**config.mk**
```make
export PLATFORM = sky130hd
export DESIGN_NAME = sha1_message_hasher
export DESIGN_NICKNAME = d
export VERILOG_FILES = /design/src/design/sha1mh_pkg.sv /design/src/design/sha1mh_sched.sv /design/src/design/sha1mh_round.sv /design/src/design/sha1_message_hasher.sv
export SDC_FILE = /design/constraint.sdc
export NUM_CORES = 2
export LEC_CHECK = 0
export BUFFER_PORTS_ARGS = -buffer_cell sky130_fd_sc_hd__buf_2
export CAP_MARGIN = 25
export CORE_MARGIN = 2
export CORE_UTILIZATION = 40
export DETAILED_ROUTE_END_ITERATION = 8
export GPL_TIMING_DRIVEN = 1
export PLACE_DENSITY_LB_ADDON = 0.05
export SLEW_MARGIN = 5
export SYNTH_ARGS = -nofsm -noshare
export SYNTH_HDL_FRONTEND = slang
export SYNTH_SLANG_ARGS = --single-unit
```
**constraint.sdc**
```tcl
create_clock -name i_clk -period 15.49 [get_ports i_clk]
set_clock_uncertainty 0.05 [all_clocks]
set_input_delay 1.549 -clock i_clk [delete_from_list [all_inputs] [get_ports i_clk]]
set_output_delay 1.549 -clock i_clk [all_outputs]
set_load 0.01 [all_outputs]
```
**src/design/sha1mh_pkg.sv**
```systemverilog
// Shared types, constants and helper functions for the SHA-1 message hasher.
// No dependencies; every other file of the block imports this package.
package sha1mh_pkg;

    typedef logic [31:0] t_word;

    // Working variables a..e, also used for the chaining state.
    typedef struct packed {
        t_word a;
        t_word b;
        t_word c;
        t_word d;
        t_word e;
    } t_vars;

    // Control from the sequencer to the message schedule.
    typedef struct packed {
        logic shift;   // move the window by one word
        logic expand;  // shift in the expanded word instead of the pushed one
    } t_sched_ctl;

    localparam int DIGEST_WORDS = 5;
    localparam int ROUNDS       = 80;

    localparam t_word INIT_CHAIN [DIGEST_WORDS] = '{
        32'h67452301, 32'hEFCDAB89, 32'h98BADCFE, 32'h10325476, 32'hC3D2E1F0
    };

    localparam t_word K_ROUND0 = 32'h5A827999;
    localparam t_word K_ROUND1 = 32'h6ED9EBA1;
    localparam t_word K_ROUND2 = 32'h8F1BBCDC;
    localparam t_word K_ROUND3 = 32'hCA62C1D6;

    localparam t_word PAD_WORD = 32'h80000000;
    localparam logic [7:0] PAD_BYTE = 8'h80;

    function automatic t_word rotl1(input t_word v);
        return {v[30:0], v[31]};
    endfunction

    function automatic t_word rotl5(input t_word v);
        return {v[26:0], v[31:27]};
    endfunction

    function automatic t_word rotl30(input t_word v);
        return {v[1:0], v[31:2]};
    endfunction

endpackage

```
**src/design/sha1mh_sched.sv**
```systemverilog
// Message schedule of the SHA-1 hasher: a 16-word sliding window.
// Depends on sha1mh_pkg. Incoming words and expanded words enter at the top.
module sha1mh_sched (
    input  logic                    i_clk,
    input  sha1mh_pkg::t_sched_ctl  i_ctl,
    input  sha1mh_pkg::t_word       i_word,
    output sha1mh_pkg::t_word       o_w
);
    import sha1mh_pkg::*;

    // r_win[j] holds schedule word w[r + j] during round r.
    t_word r_win [16];
    t_word w_expand;

    assign w_expand = rotl1(r_win[13] ^ r_win[8] ^ r_win[2] ^ r_win[0]);
    assign o_w      = r_win[0];

    always_ff @(posedge i_clk) begin
        if (i_ctl.shift) begin
            for (int j = 0; j < 15; j++) begin
                r_win[j] <= r_win[j + 1];
            end
            r_win[15] <= i_ctl.expand ? w_expand : i_word;
        end
    end

endmodule

```
**src/design/sha1mh_round.sv**
```systemverilog
// One SHA-1 round: the shared compression datapath, used once per cycle.
// Depends on sha1mh_pkg for the variable struct, round constants and rotates.
module sha1mh_round (
    input  sha1mh_pkg::t_vars  i_vars,
    input  sha1mh_pkg::t_word  i_w,
    input  logic [6:0]         i_round,
    output sha1mh_pkg::t_vars  o_vars
);
    import sha1mh_pkg::*;

    t_word f;
    t_word k;

    always_comb begin
        if (i_round < 7'd20) begin
            f = (i_vars.b & i_vars.c) | (~i_vars.b & i_vars.d);
            k = K_ROUND0;
        end else if (i_round < 7'd40) begin
            f = i_vars.b ^ i_vars.c ^ i_vars.d;
            k = K_ROUND1;
        end else if (i_round < 7'd60) begin
            f = (i_vars.b & i_vars.c) | (i_vars.b & i_vars.d) | (i_vars.c & i_vars.d);
            k = K_ROUND2;
        end else begin
            f = i_vars.b ^ i_vars.c ^ i_vars.d;
            k = K_ROUND3;
        end
    end

    assign o_vars.a = rotl5(i_vars.a) + f + i_vars.e + k + i_w;
    assign o_vars.b = i_vars.a;
    assign o_vars.c = rotl30(i_vars.b);
    assign o_vars.d = i_vars.c;
    assign o_vars.e = i_vars.d;

endmodule

```
**src/design/sha1_message_hasher.sv**
```systemverilog
// SHA-1 message hasher. Each accepted request is one big-endian message word; the block
// takes one word per cycle until 16 are held, then runs the 80 rounds through a single
// shared round unit, one round per cycle, and an add step then sums the result into the
// chaining state. On the word marked last (tlast) the block pads the message itself, one
// padding word per cycle, which adds one or two further compressions, and then offers
// the five digest words, most significant first. Input tready is low while a block is
// compressed, while padding runs and while the digest is being taken. After the fifth
// digest word the chaining state is back at the SHA-1 initial values and the next
// message may start.
// Depends on sha1mh_pkg, sha1mh_sched and sha1mh_round.
module sha1_message_hasher (
    input  logic                     i_clk,
    input  logic                     i_rst_n,
    input  logic                     s_axis_tvalid,
    output logic                     s_axis_tready,
    input  sha1mh_pkg::t_word        s_axis_tdata,   // [31:0] data_word
    input  logic [2:0]               s_axis_tuser,   // [2:0] byte_count
    input  logic                     s_axis_tlast,   // final_item
    output logic                     m_axis_tvalid,
    input  logic                     m_axis_tready,
    output sha1mh_pkg::t_word        m_axis_tdata,   // [31:0] digest_word
    output logic [2:0]               m_axis_tuser,   // [2:0] word_index
    output logic                     m_axis_tlast    // last_word
);
    import sha1mh_pkg::*;

    localparam logic [2:0] ST_IDLE  = 3'd0;
    localparam logic [2:0] ST_PAD   = 3'd1;
    localparam logic [2:0] ST_ROUND = 3'd2;
    localparam logic [2:0] ST_ADD   = 3'd3;
    localparam logic [2:0] ST_OUT   = 3'd4;

    localparam logic [6:0] LAST_ROUND = 7'(ROUNDS - 1);
    localparam logic [2:0] LAST_INDEX = 3'(DIGEST_WORDS - 1);

    logic [2:0]  r_state,   n_state;
    logic [3:0]  r_fill,    n_fill;
    logic [60:0] r_bytes,   n_bytes;
    t_vars       r_chain,   n_chain;
    t_vars       r_work,    n_work;
    logic [6:0]  r_round,   n_round;
    logic        r_pend80,  n_pend80;
    logic        r_len_ok,  n_len_ok;
    logic        r_in_pad,  n_in_pad;
    logic        r_last_blk, n_last_blk;
    logic [2:0]  r_oidx,    n_oidx;

    t_sched_ctl  sched_ctl;
    t_word       push_word;
    t_word       sched_w;
    t_vars       round_vars;
    logic        push;
    logic        in_acc;
    logic        out_acc;
    logic [2:0]  nbytes;
    logic [63:0] bit_len;
    t_word       first_word;

    assign s_axis_tready = (r_state == ST_IDLE);
    assign m_axis_tvalid = (r_state == ST_OUT);
    assign m_axis_tdata  = r_chain.a;
    assign m_axis_tuser  = r_oidx;
    assign m_axis_tlast  = (r_oidx == LAST_INDEX);

    assign in_acc  = s_axis_tvalid && s_axis_tready;
    assign out_acc = m_axis_tvalid && m_axis_tready;
    assign nbytes  = (s_axis_tuser > 3'd4) ? 3'd4 : s_axis_tuser;
    assign bit_len = {r_bytes, 3'b000};

    // Final word: keep the valid leading bytes, then the 0x80 byte if fewer than four.
    always_comb begin
        case (nbytes)
            3'd0:    first_word = {PAD_BYTE, 24'h0};
            3'd1:    first_word = {s_axis_tdata[31:24], PAD_BYTE, 16'h0};
            3'd2:    first_word = {s_axis_tdata[31:16], PAD_BYTE, 8'h0};
            3'd3:    first_word = {s_axis_tdata[31:8], PAD_BYTE};
            default: first_word = s_axis_tdata;
        endcase
    end

    sha1mh_sched u_sched (
        .i_clk  (i_clk),
        .i_ctl  (sched_ctl),
        .i_word (push_word),
        .o_w    (sched_w)
    );

    sha1mh_round u_round (
        .i_vars  (r_work),
        .i_w     (sched_w),
        .i_round (r_round),
        .o_vars  (round_vars)
    );

    always_comb begin
        n_state    = r_state;
        n_fill     = r_fill;
        n_bytes    = r_bytes;
        n_chain    = r_chain;
        n_work     = r_work;
        n_round    = r_round;
        n_pend80   = r_pend80;
        n_len_ok   = r_len_ok;
        n_in_pad   = r_in_pad;
        n_last_blk = r_last_blk;
        n_oidx     = r_oidx;
        push       = 1'b0;
        push_word  = s_axis_tdata;
        sched_ctl  = '0;

        case (r_state)
            ST_IDLE: begin
                if (in_acc) begin
                    push = 1'b1;
                    if (!s_axis_tlast) begin
                        n_bytes = r_bytes + 61'd4;
                    end else begin
                        n_bytes   = r_bytes + 61'(nbytes);
                        push_word = first_word;
                        n_pend80  = (nbytes == 3'd4);
                        n_len_ok  = (nbytes != 3'd4) && (r_fill <= 4'd13);
                        n_in_pad  = 1'b1;
                        n_state   = ST_PAD;
                    end
                end
            end
            ST_PAD: begin
                push = 1'b1;
                if (r_pend80) begin
                    push_word = PAD_WORD;
                    n_pend80  = 1'b0;
                    n_len_ok  = (r_fill <= 4'd13);
                end else if (r_len_ok && r_fill == 4'd14) begin
                    push_word = bit_len[63:32];
                end else if (r_len_ok && r_fill == 4'd15) begin
                    push_word  = bit_len[31:0];
                    n_last_blk = 1'b1;
                end else begin
                    push_word = '0;
                end
            end
            ST_ROUND: begin
                sched_ctl.shift  = 1'b1;
                sched_ctl.expand = 1'b1;
                n_work  = round_vars;
                n_round = r_round + 7'd1;
                if (r_round == LAST_ROUND) begin
                    n_state = ST_ADD;
                end
            end
            ST_ADD: begin
                n_chain.a = r_chain.a + r_work.a;
                n_chain.b = r_chain.b + r_work.b;
                n_chain.c = r_chain.c + r_work.c;
                n_chain.d = r_chain.d + r_work.d;
                n_chain.e = r_chain.e + r_work.e;
                n_round   = '0;
                if (r_last_blk) begin
                    n_state = ST_OUT;
                end else if (r_in_pad) begin
                    // A fresh block during padding always has room for the length.
                    n_len_ok = 1'b1;
                    n_state  = ST_PAD;
                end else begin
                    n_state = ST_IDLE;
                end
            end
            ST_OUT: begin
                if (out_acc) begin
                    // Shift the digest out; the initial values follow it in.
                    n_chain.a = r_chain.b;
                    n_chain.b = r_chain.c;
                    n_chain.c = r_chain.d;
                    n_chain.d = r_chain.e;
                    n_chain.e = INIT_CHAIN[r_oidx];
                    n_oidx    = r_oidx + 3'd1;
                    if (r_oidx == LAST_INDEX) begin
                        n_oidx     = '0;
                        n_bytes    = '0;
                        n_in_pad   = 1'b0;
                        n_last_blk = 1'b0;
                        n_len_ok   = 1'b0;
                        n_state    = ST_IDLE;
                    end
                end
            end
            default: begin
                n_state = ST_IDLE;
            end
        endcase

        if (push) begin
            sched_ctl.shift = 1'b1;
            n_fill = r_fill + 4'd1;
            if (r_fill == 4'd15) begin
                n_work  = r_chain;
                n_round = '0;
                n_state = ST_ROUND;
            end
        end
    end

    always_ff @(posedge i_clk) begin
        if (!i_rst_n) begin
            r_state    <= ST_IDLE;
            r_fill     <= '0;
            r_bytes    <= '0;
            r_chain    <= {INIT_CHAIN[0], INIT_CHAIN[1], INIT_CHAIN[2],
                           INIT_CHAIN[3], INIT_CHAIN[4]};
            r_work     <= '0;
            r_round    <= '0;
            r_pend80   <= 1'b0;
            r_len_ok   <= 1'b0;
            r_in_pad   <= 1'b0;
            r_last_blk <= 1'b0;
            r_oidx     <= '0;
        end else begin
            r_state    <= n_state;
            r_fill     <= n_fill;
            r_bytes    <= n_bytes;
            r_chain    <= n_chain;
            r_work     <= n_work;
            r_round    <= n_round;
            r_pend80   <= n_pend80;
            r_len_ok   <= n_len_ok;
            r_in_pad   <= n_in_pad;
            r_last_blk <= n_last_blk;
            r_oidx     <= n_oidx;
        end
    end

    // The input side never takes a request while a digest is on offer.
    a_no_overlap: assert property (@(posedge i_clk) disable iff (!i_rst_n)
        m_axis_tvalid |-> !s_axis_tready)
        else $error("input ready while digest pending");

    // After the fifth digest word the block starts a fresh, empty message.
    a_msg_restart: assert property (@(posedge i_clk) disable iff (!i_rst_n)
        (out_acc && m_axis_tlast) |=> (r_fill == 4'd0 && r_bytes == 61'd0 && !r_in_pad))
        else $error("message state not cleared after digest");

    // A compression always begins with an empty block and a zero round count.
    a_round_start: assert property (@(posedge i_clk) disable iff (!i_rst_n)
        (r_state != ST_ROUND && n_state == ST_ROUND) |=> (r_round == 7'd0 && r_fill == 4'd0))
        else $error("compression started mid-block");

    // After the final block is added, the digest output starts with word zero.
    a_last_block: assert property (@(posedge i_clk) disable iff (!i_rst_n)
        (r_state == ST_ADD && r_last_blk) |=> (r_state == ST_OUT && r_oidx == 3'd0))
        else $error("digest output not started after final block");

endmodule
```
Word-level counts from Yosys, hierarchy flattened:

Memory sizes are Yosys's and may differ from the RTL's.
Index checks and enable logic that the tools add are counted.
Widths: inputs -> output; s select.

* reduce and logical (&&, ||, !) cells: 19
* add/sub/neg operators: 14
* eq/ne operators: 23
* $lt $le $gt $ge: 6
* bitwise logic cells: 14
* muxes and demuxes: 65

Operators by type and width (count)
* $mux 160: 4
* $mux 32: 13
* $pmux 160 s2: 1
* $add 32x32->32: 9
* $mux 61: 4
* $xor 32x32->32: 5
* $and 32x32->32: 4
* $pmux 32 s4: 1
* $pmux 61 s2: 1
* $or 32x32->32: 3
* $pmux 32 s2: 1
* $add 61x3->61: 1
* $add 61x3->61 const B: 1
* $not 32->32: 1
* $mux 31: 1
* $mux 3: 10
* $mux 1: 19
* $pmux 3 s5: 1
* $lt 7x6->1 const B: 2
* $mux 7: 2
* $pmux 7 s2: 1
* $eq 3x2->1 const B: 4
* $ne 2x2->1 const B: 6
* $eq 3x3->1 const B: 3
* 26 further kinds: 43

* bits in registers: 402
* logic and storage cells: 162
* memory bits (read-only): 256
* memory bits (writable): 512
* memories: 2
* bits of input ports: 40

Memories
* u_sched.r_win: words 16, bits a word 32, rd ports 16, clocked after Yosys merged registers in 0, write ports 16, RTL line sha1mh_sched.sv:12 `t_word r_win [16];`
* (no name shown): words 8, bits a word 32, rd ports 1, clocked after Yosys merged registers in 0, write ports 0, RTL line sha1_message_hasher.sv:175 `n_chain.e = INIT_CHAIN[r_oidx];`

Logic depth before layout (Yosys ltp):

* depth after elaboration: 13
* depth in mapped cells: 21
* mapped depth without buffers: 19

By module:

From an unflattened synthesis, not the netlist that was laid out.

* cell total of the unflattened synthesis: 4863
* area total of the unflattened synthesis: 48893.1 µm²

By module, submodules not included
* sha1_message_hasher: seq. area each 8047.7 µm², cells an instance 3391, area an instance 25663.4 µm², times used 1
* sha1mh_sched: seq. area each 15374.7 µm², cells an instance 711, area an instance 16781.1 µm², times used 1
* sha1mh_round: seq. area each 0.0 µm², cells an instance 761, area an instance 6448.7 µm², times used 1

Worst setup path before layout:

No wires, ideal clock.

* path kind: input to register
* start: input s_axis_tvalid
* end: memory u_sched.r_win[0][0] (netlist name), enable pin
* cell stages on the path: 2
* arrival: 10.072 ns
* data required time: 11.788 ns
* setup time: 3.652 ns
* path slack: 1.716 ns
* cell sequence: a21oi_1 > nand2_1

RTL lines
* start, declared: RTL line sha1_message_hasher.sv:14 `input logic s_axis_tvalid,`
* end, declared: RTL line sha1mh_sched.sv:12

Worst setup path in the final report:

* start: register r_round[4]
* end: register r_work[157] (netlist name)

* word-level cells in the longest chain between the ends: 11

Ends and longest elaborated chain
* start, declared: RTL line sha1_message_hasher.sv:41 `logic [6:0] r_round, n_round;`
* start signal, assigned: RTL line sha1_message_hasher.sv:223 `r_round <= n_round;`
* $lt 7x6->1: RTL line sha1mh_round.sv:21 `end else if (i_round < 7'd60) begin`
* $mux 32: RTL line sha1mh_round.sv:21
* $mux 32: RTL line sha1mh_round.sv:18 `end else if (i_round < 7'd40) begin`
* $mux 32: RTL line sha1mh_round.sv:15 `if (i_round < 7'd20) begin`
* $add 32x32->32 (2 in series): RTL line sha1mh_round.sv:30 `assign o_vars.a = rotl5(i_vars.a) + f + i_vars.e + k + i_w;`
* $add 32x32->32 * (2 in series): RTL line sha1mh_round.sv:30
* $mux 160 *: RTL line sha1_message_hasher.sv:111 `case (r_state)`
* $mux 160: RTL line sha1_message_hasher.sv:195 `if (r_fill == 4'd15) begin`
* $mux 160 *: RTL line sha1_message_hasher.sv:192 `if (push) begin`
* end signal, assigned: RTL line sha1_message_hasher.sv:222 `r_work <= n_work;`
* end, declared: RTL line sha1_message_hasher.sv:40 `t_vars r_work, n_work;`

Mark *: on every way between the ends. The rest lies on a longest branch, timed or not.
A chain may end at the register's enable or synchronous reset.

==> flow_metrics.env <==
export IMPL_yosysWarnings=0
export IMPL_peakVddDrop_uv=88.4
export IMPL_clock_path_buffers=3
export IMPL_io_pins=78
export IMPL_grt_max_degree=179
export IMPL_synth_nets=5024
export IMPL_clock_sinks=914
export IMPL_hold_depth=0
export IMPL_hold_end="u_sched.r_win[0][98]"
export IMPL_period_needed_ns=5.93
export IMPL_cts_tree="built"
export IMPL_synth_seq_cells=914
export IMPL_tightest_slew_ns=1.26
export IMPL_drc=0
export IMPL_numCtsBuffers=105
export IMPL_slew_headroom_pct=16.1
export IMPL_ant_nets=0
export IMPL_powerDensity_nw_per_um2=106
export IMPL_final_core_util_pct=44.6
export IMPL_drive_gt1_share_pct=6.82
export IMPL_synth_area_um2=48500
export IMPL_seq_area_frac_synth_pct=48.3
export IMPL_synth_area_leaders="edfxtp_1 (32%), dfxtp_1 (17%), ha_1 (5.5%)"
export IMPL_regToRegStartpoint="r_round[4]"
export IMPL_drt_wl_total_mm=150
export IMPL_synth_async_sr_flop_share_pct=0
export IMPL_outcome="finished, final reports clean"
export IMPL_startpoint_type="flop"
export IMPL_grt_usage_pct=23.7
export IMPL_htree_levels=3
export IMPL_area_delta_synth_final_pct=10.5
export IMPL_initial_core_util_pct=40.3
export IMPL_postCtsSetupRepairBufs=0
export IMPL_row_count=127
export IMPL_synth_edf_count=512
export IMPL_min_path_type="reg -> reg"
export IMPL_ctsHoldBuffers=0
export IMPL_path_clk_slew_ns=0.06
export IMPL_drt_iter0_drc=2721
export IMPL_post_drt_via_cell_ratio=5.57
export IMPL_grt_remaining_overflow=0
export IMPL_crit_fanout=21
export IMPL_synthDistinctLibCells=94
export IMPL_dieArea_um2=124000
export IMPL_dr_pass1_iters=5
export IMPL_max_freq_ghz=0.169
export IMPL_arrival_ns=6.42
export IMPL_tns_ns=0
export IMPL_placed_area_um2=50200
export IMPL_rsz0062_at_grt="false"
export IMPL_grt_pass1_wl_mm=224
export IMPL_routabilityCongestion=0.913
export IMPL_cp_cell_sequence="a41oi_2, nand2_1, buf_4, nand2_1, inv_1, a221oi_1, fa_1, inv_1, ha_1, inv_1, fa_1, nand2b_1, a21oi_1, o31ai_1, a211oi_1, nor2_1, or3b_2, a21oi_1, xor2_1, a21oi_1"
export IMPL_leakage_nw=22.1
export IMPL_core_area_um2=120000
export IMPL_critPathCaptureType="flop"
export IMPL_vias=35200
export IMPL_max_cap_viol_count=0
export IMPL_finalCritPeriodShare_pct=38.3
export IMPL_die_w_um=352
export IMPL_crit_required_ns=15.99
export IMPL_ff2ff_setup_slack_ns=9.56
export IMPL_hold_viol=0
export IMPL_antenna_found_initial=6
export IMPL_port_buffer_count=77
export IMPL_grt_pass1_vias=34200
export IMPL_crit_slowest_cell="inv_1"
export IMPL_clk_latency_ns=0.71
export IMPL_reg2reg_depth=20
export IMPL_slew_viol_final=0
export IMPL_nets=4988
export IMPL_hold_start="u_sched.r_win[1][2]"
export IMPL_post_dp_hpwl_mm=108
export IMPL_cts_resized=0
export IMPL_design_area_um2=53500
export IMPL_yosysTopAreaCellShare_pct=31.7
export IMPL_die_h_um=352
export IMPL_critical_path_class="reg -> reg"
export IMPL_avgSynthCellArea_um2=10.4
export IMPL_setup_viol=0
export IMPL_netlist_instances=4654
export IMPL_slowest_delay_ns=0.64
export IMPL_avgRoutedWirePerCell_um=23.7
export IMPL_r2r_end="r_work[157]"
export IMPL_yosysTopAreaCell="edfxtp_1"
export IMPL_cts_root_buffer="clkbuf_16"
export IMPL_synthFlopType="edfxtp_1"
==> sequential cells by signal (all words and copies together), names as in the netlist <==
| name | count |
|---|---|
| m_axis_tdata | 32 |
| m_axis_tuser | 3 |
| r_bytes | 61 |
| r_chain | 128 |
| r_fill | 4 |
| r_in_pad | 1 |
| r_last_blk | 1 |
| r_len_ok | 1 |
| r_pend80 | 1 |
| r_round | 7 |
| r_state | 3 |
| r_work | 160 |
| u_sched.r_win | 512 |
==> power by group <==
part / leakage, nW / internal, mW / switching (mW)
clock: 1.64 / 1.37 / 1.06
combinational: 12.2 / 0.136 / 0.273
sequential: 8.27 / 2.78 / 0.0675
total: 22.1 / 4.29 / 1.40
==> critical path, delay by kind of cell (launching register included) <==
kind,cells,cell delay [ns]
buffers and inverters,4,1.06
DFF,1,0.48
AOI/OAI and AO/OA,7,1.95
xor gates and xnor gates,1,0.15
adders and majority gates,3,0.91
and+or+nand+nor,5,1.12
==> cells in the mapped netlist (all sizes together), types with 19 or more instances <==
cell    number
buf         59
o31ai       19
mux2i       43
a221oi      27
or3         46
o21ai      222
inv        287
a221o       31
xor2       161
nor2       244
a21oi      338
nor2b       34
clkbuf     206
nand2b      26
o21a        28
a21o        96
edfxtp     512
dfxtp      402
nand2      487
nand3      161
o211ai     163
a211oi      39
ha         212
a31oi       37
nand4       36
fa         118
and3        31
nor3        50
o211a      159
o22ai       21
xnor2      150
o21bai      19
o221ai      23
==> layer usage <==
layer / up-vias / GRT usage [%] / part of all wire [%]
li1: 16900 / - / -
met1: 17400 / 34.3 / 48
met2: 819 / 37.5 / 45
met3: 155 / 3.15 / 4.8
met4: 0 / 5.97 / 2.1
met5: - / 0 / 0
==> how the worst max path moves through the flow <==
stage	slack, ns	end	depth (start not counted)	start
4_1_cts	9.53	r_work[159]	20	r_round[4]
5_1_grt	9.31	r_work[159]	20	r_round[3]
2_1_floorplan	1.72	u_sched.r_win[0][0]	2	s_axis_tvalid
3_5_place_dp	9.58	r_work[157]	20	r_round[4]
3_3_place_gp	9.59	r_work[159]	20	r_round[4]
6_report	9.56	r_work[157]	20	r_round[4]
==> placed cells by master (no fill, tap or decap), drive strengths merged, types with 19 or more instances in the layout <==
cell type and n:
a211oi 39, a21o 96, a21oi 338, a221o 31, a221oi 27, a31oi 37, and3 31, buf 122
clkbuf 144, clkinv 44, dfxtp 402, edfxtp 512, fa 118, ha 212, inv 290, mux2i 43
nand2 487, nand2b 26, nand3 161, nand4 36, nor2 244, nor2b 34, nor3 50, o211a 159
o211ai 163, o21a 28, o21ai 222, o21bai 19, o221ai 23, o22ai 21, o31ai 19, or3 46
xnor2 150, xor2 161
==> area by class of cell <==
class,instances,area [um2]
inverters,287,1080
diodes,4,10.0
clock inverters,53,482
multi-input cells,3188,22900
fillers,11500,66600
clock buffers,144,2870
well taps,1612,2020
repair buffers,122,756
flip-flops and latches,914,23400
==> cells by family after synthesis <==
group	share of synthesized area (%)
fa+ha+maj	10.4
simple gates	11.4
flops	48.3
xor+xnor	5.62
compound gates	18.8
mux	0.911
buf+inv	4.56
==> stage by stage <==
stage | cells | hold WS, ns | setup WS, ns | total power, mW
after floorplan | 4654 | 0.350 | 1.72 | 3.23
after global placement | 6121 | 0.350 | 9.59 | 3.31
after detailed placement | 6123 | 0.355 | 9.58 | 3.31
after CTS | 6320 | 0.352 | 9.53 | 5.77
after global routing | 6321 | 0.351 | 9.31 | 5.92
final | 6324 | 0.360 | 9.56 | 5.69
No activity file was read; power rests on OpenSTA's default activity.
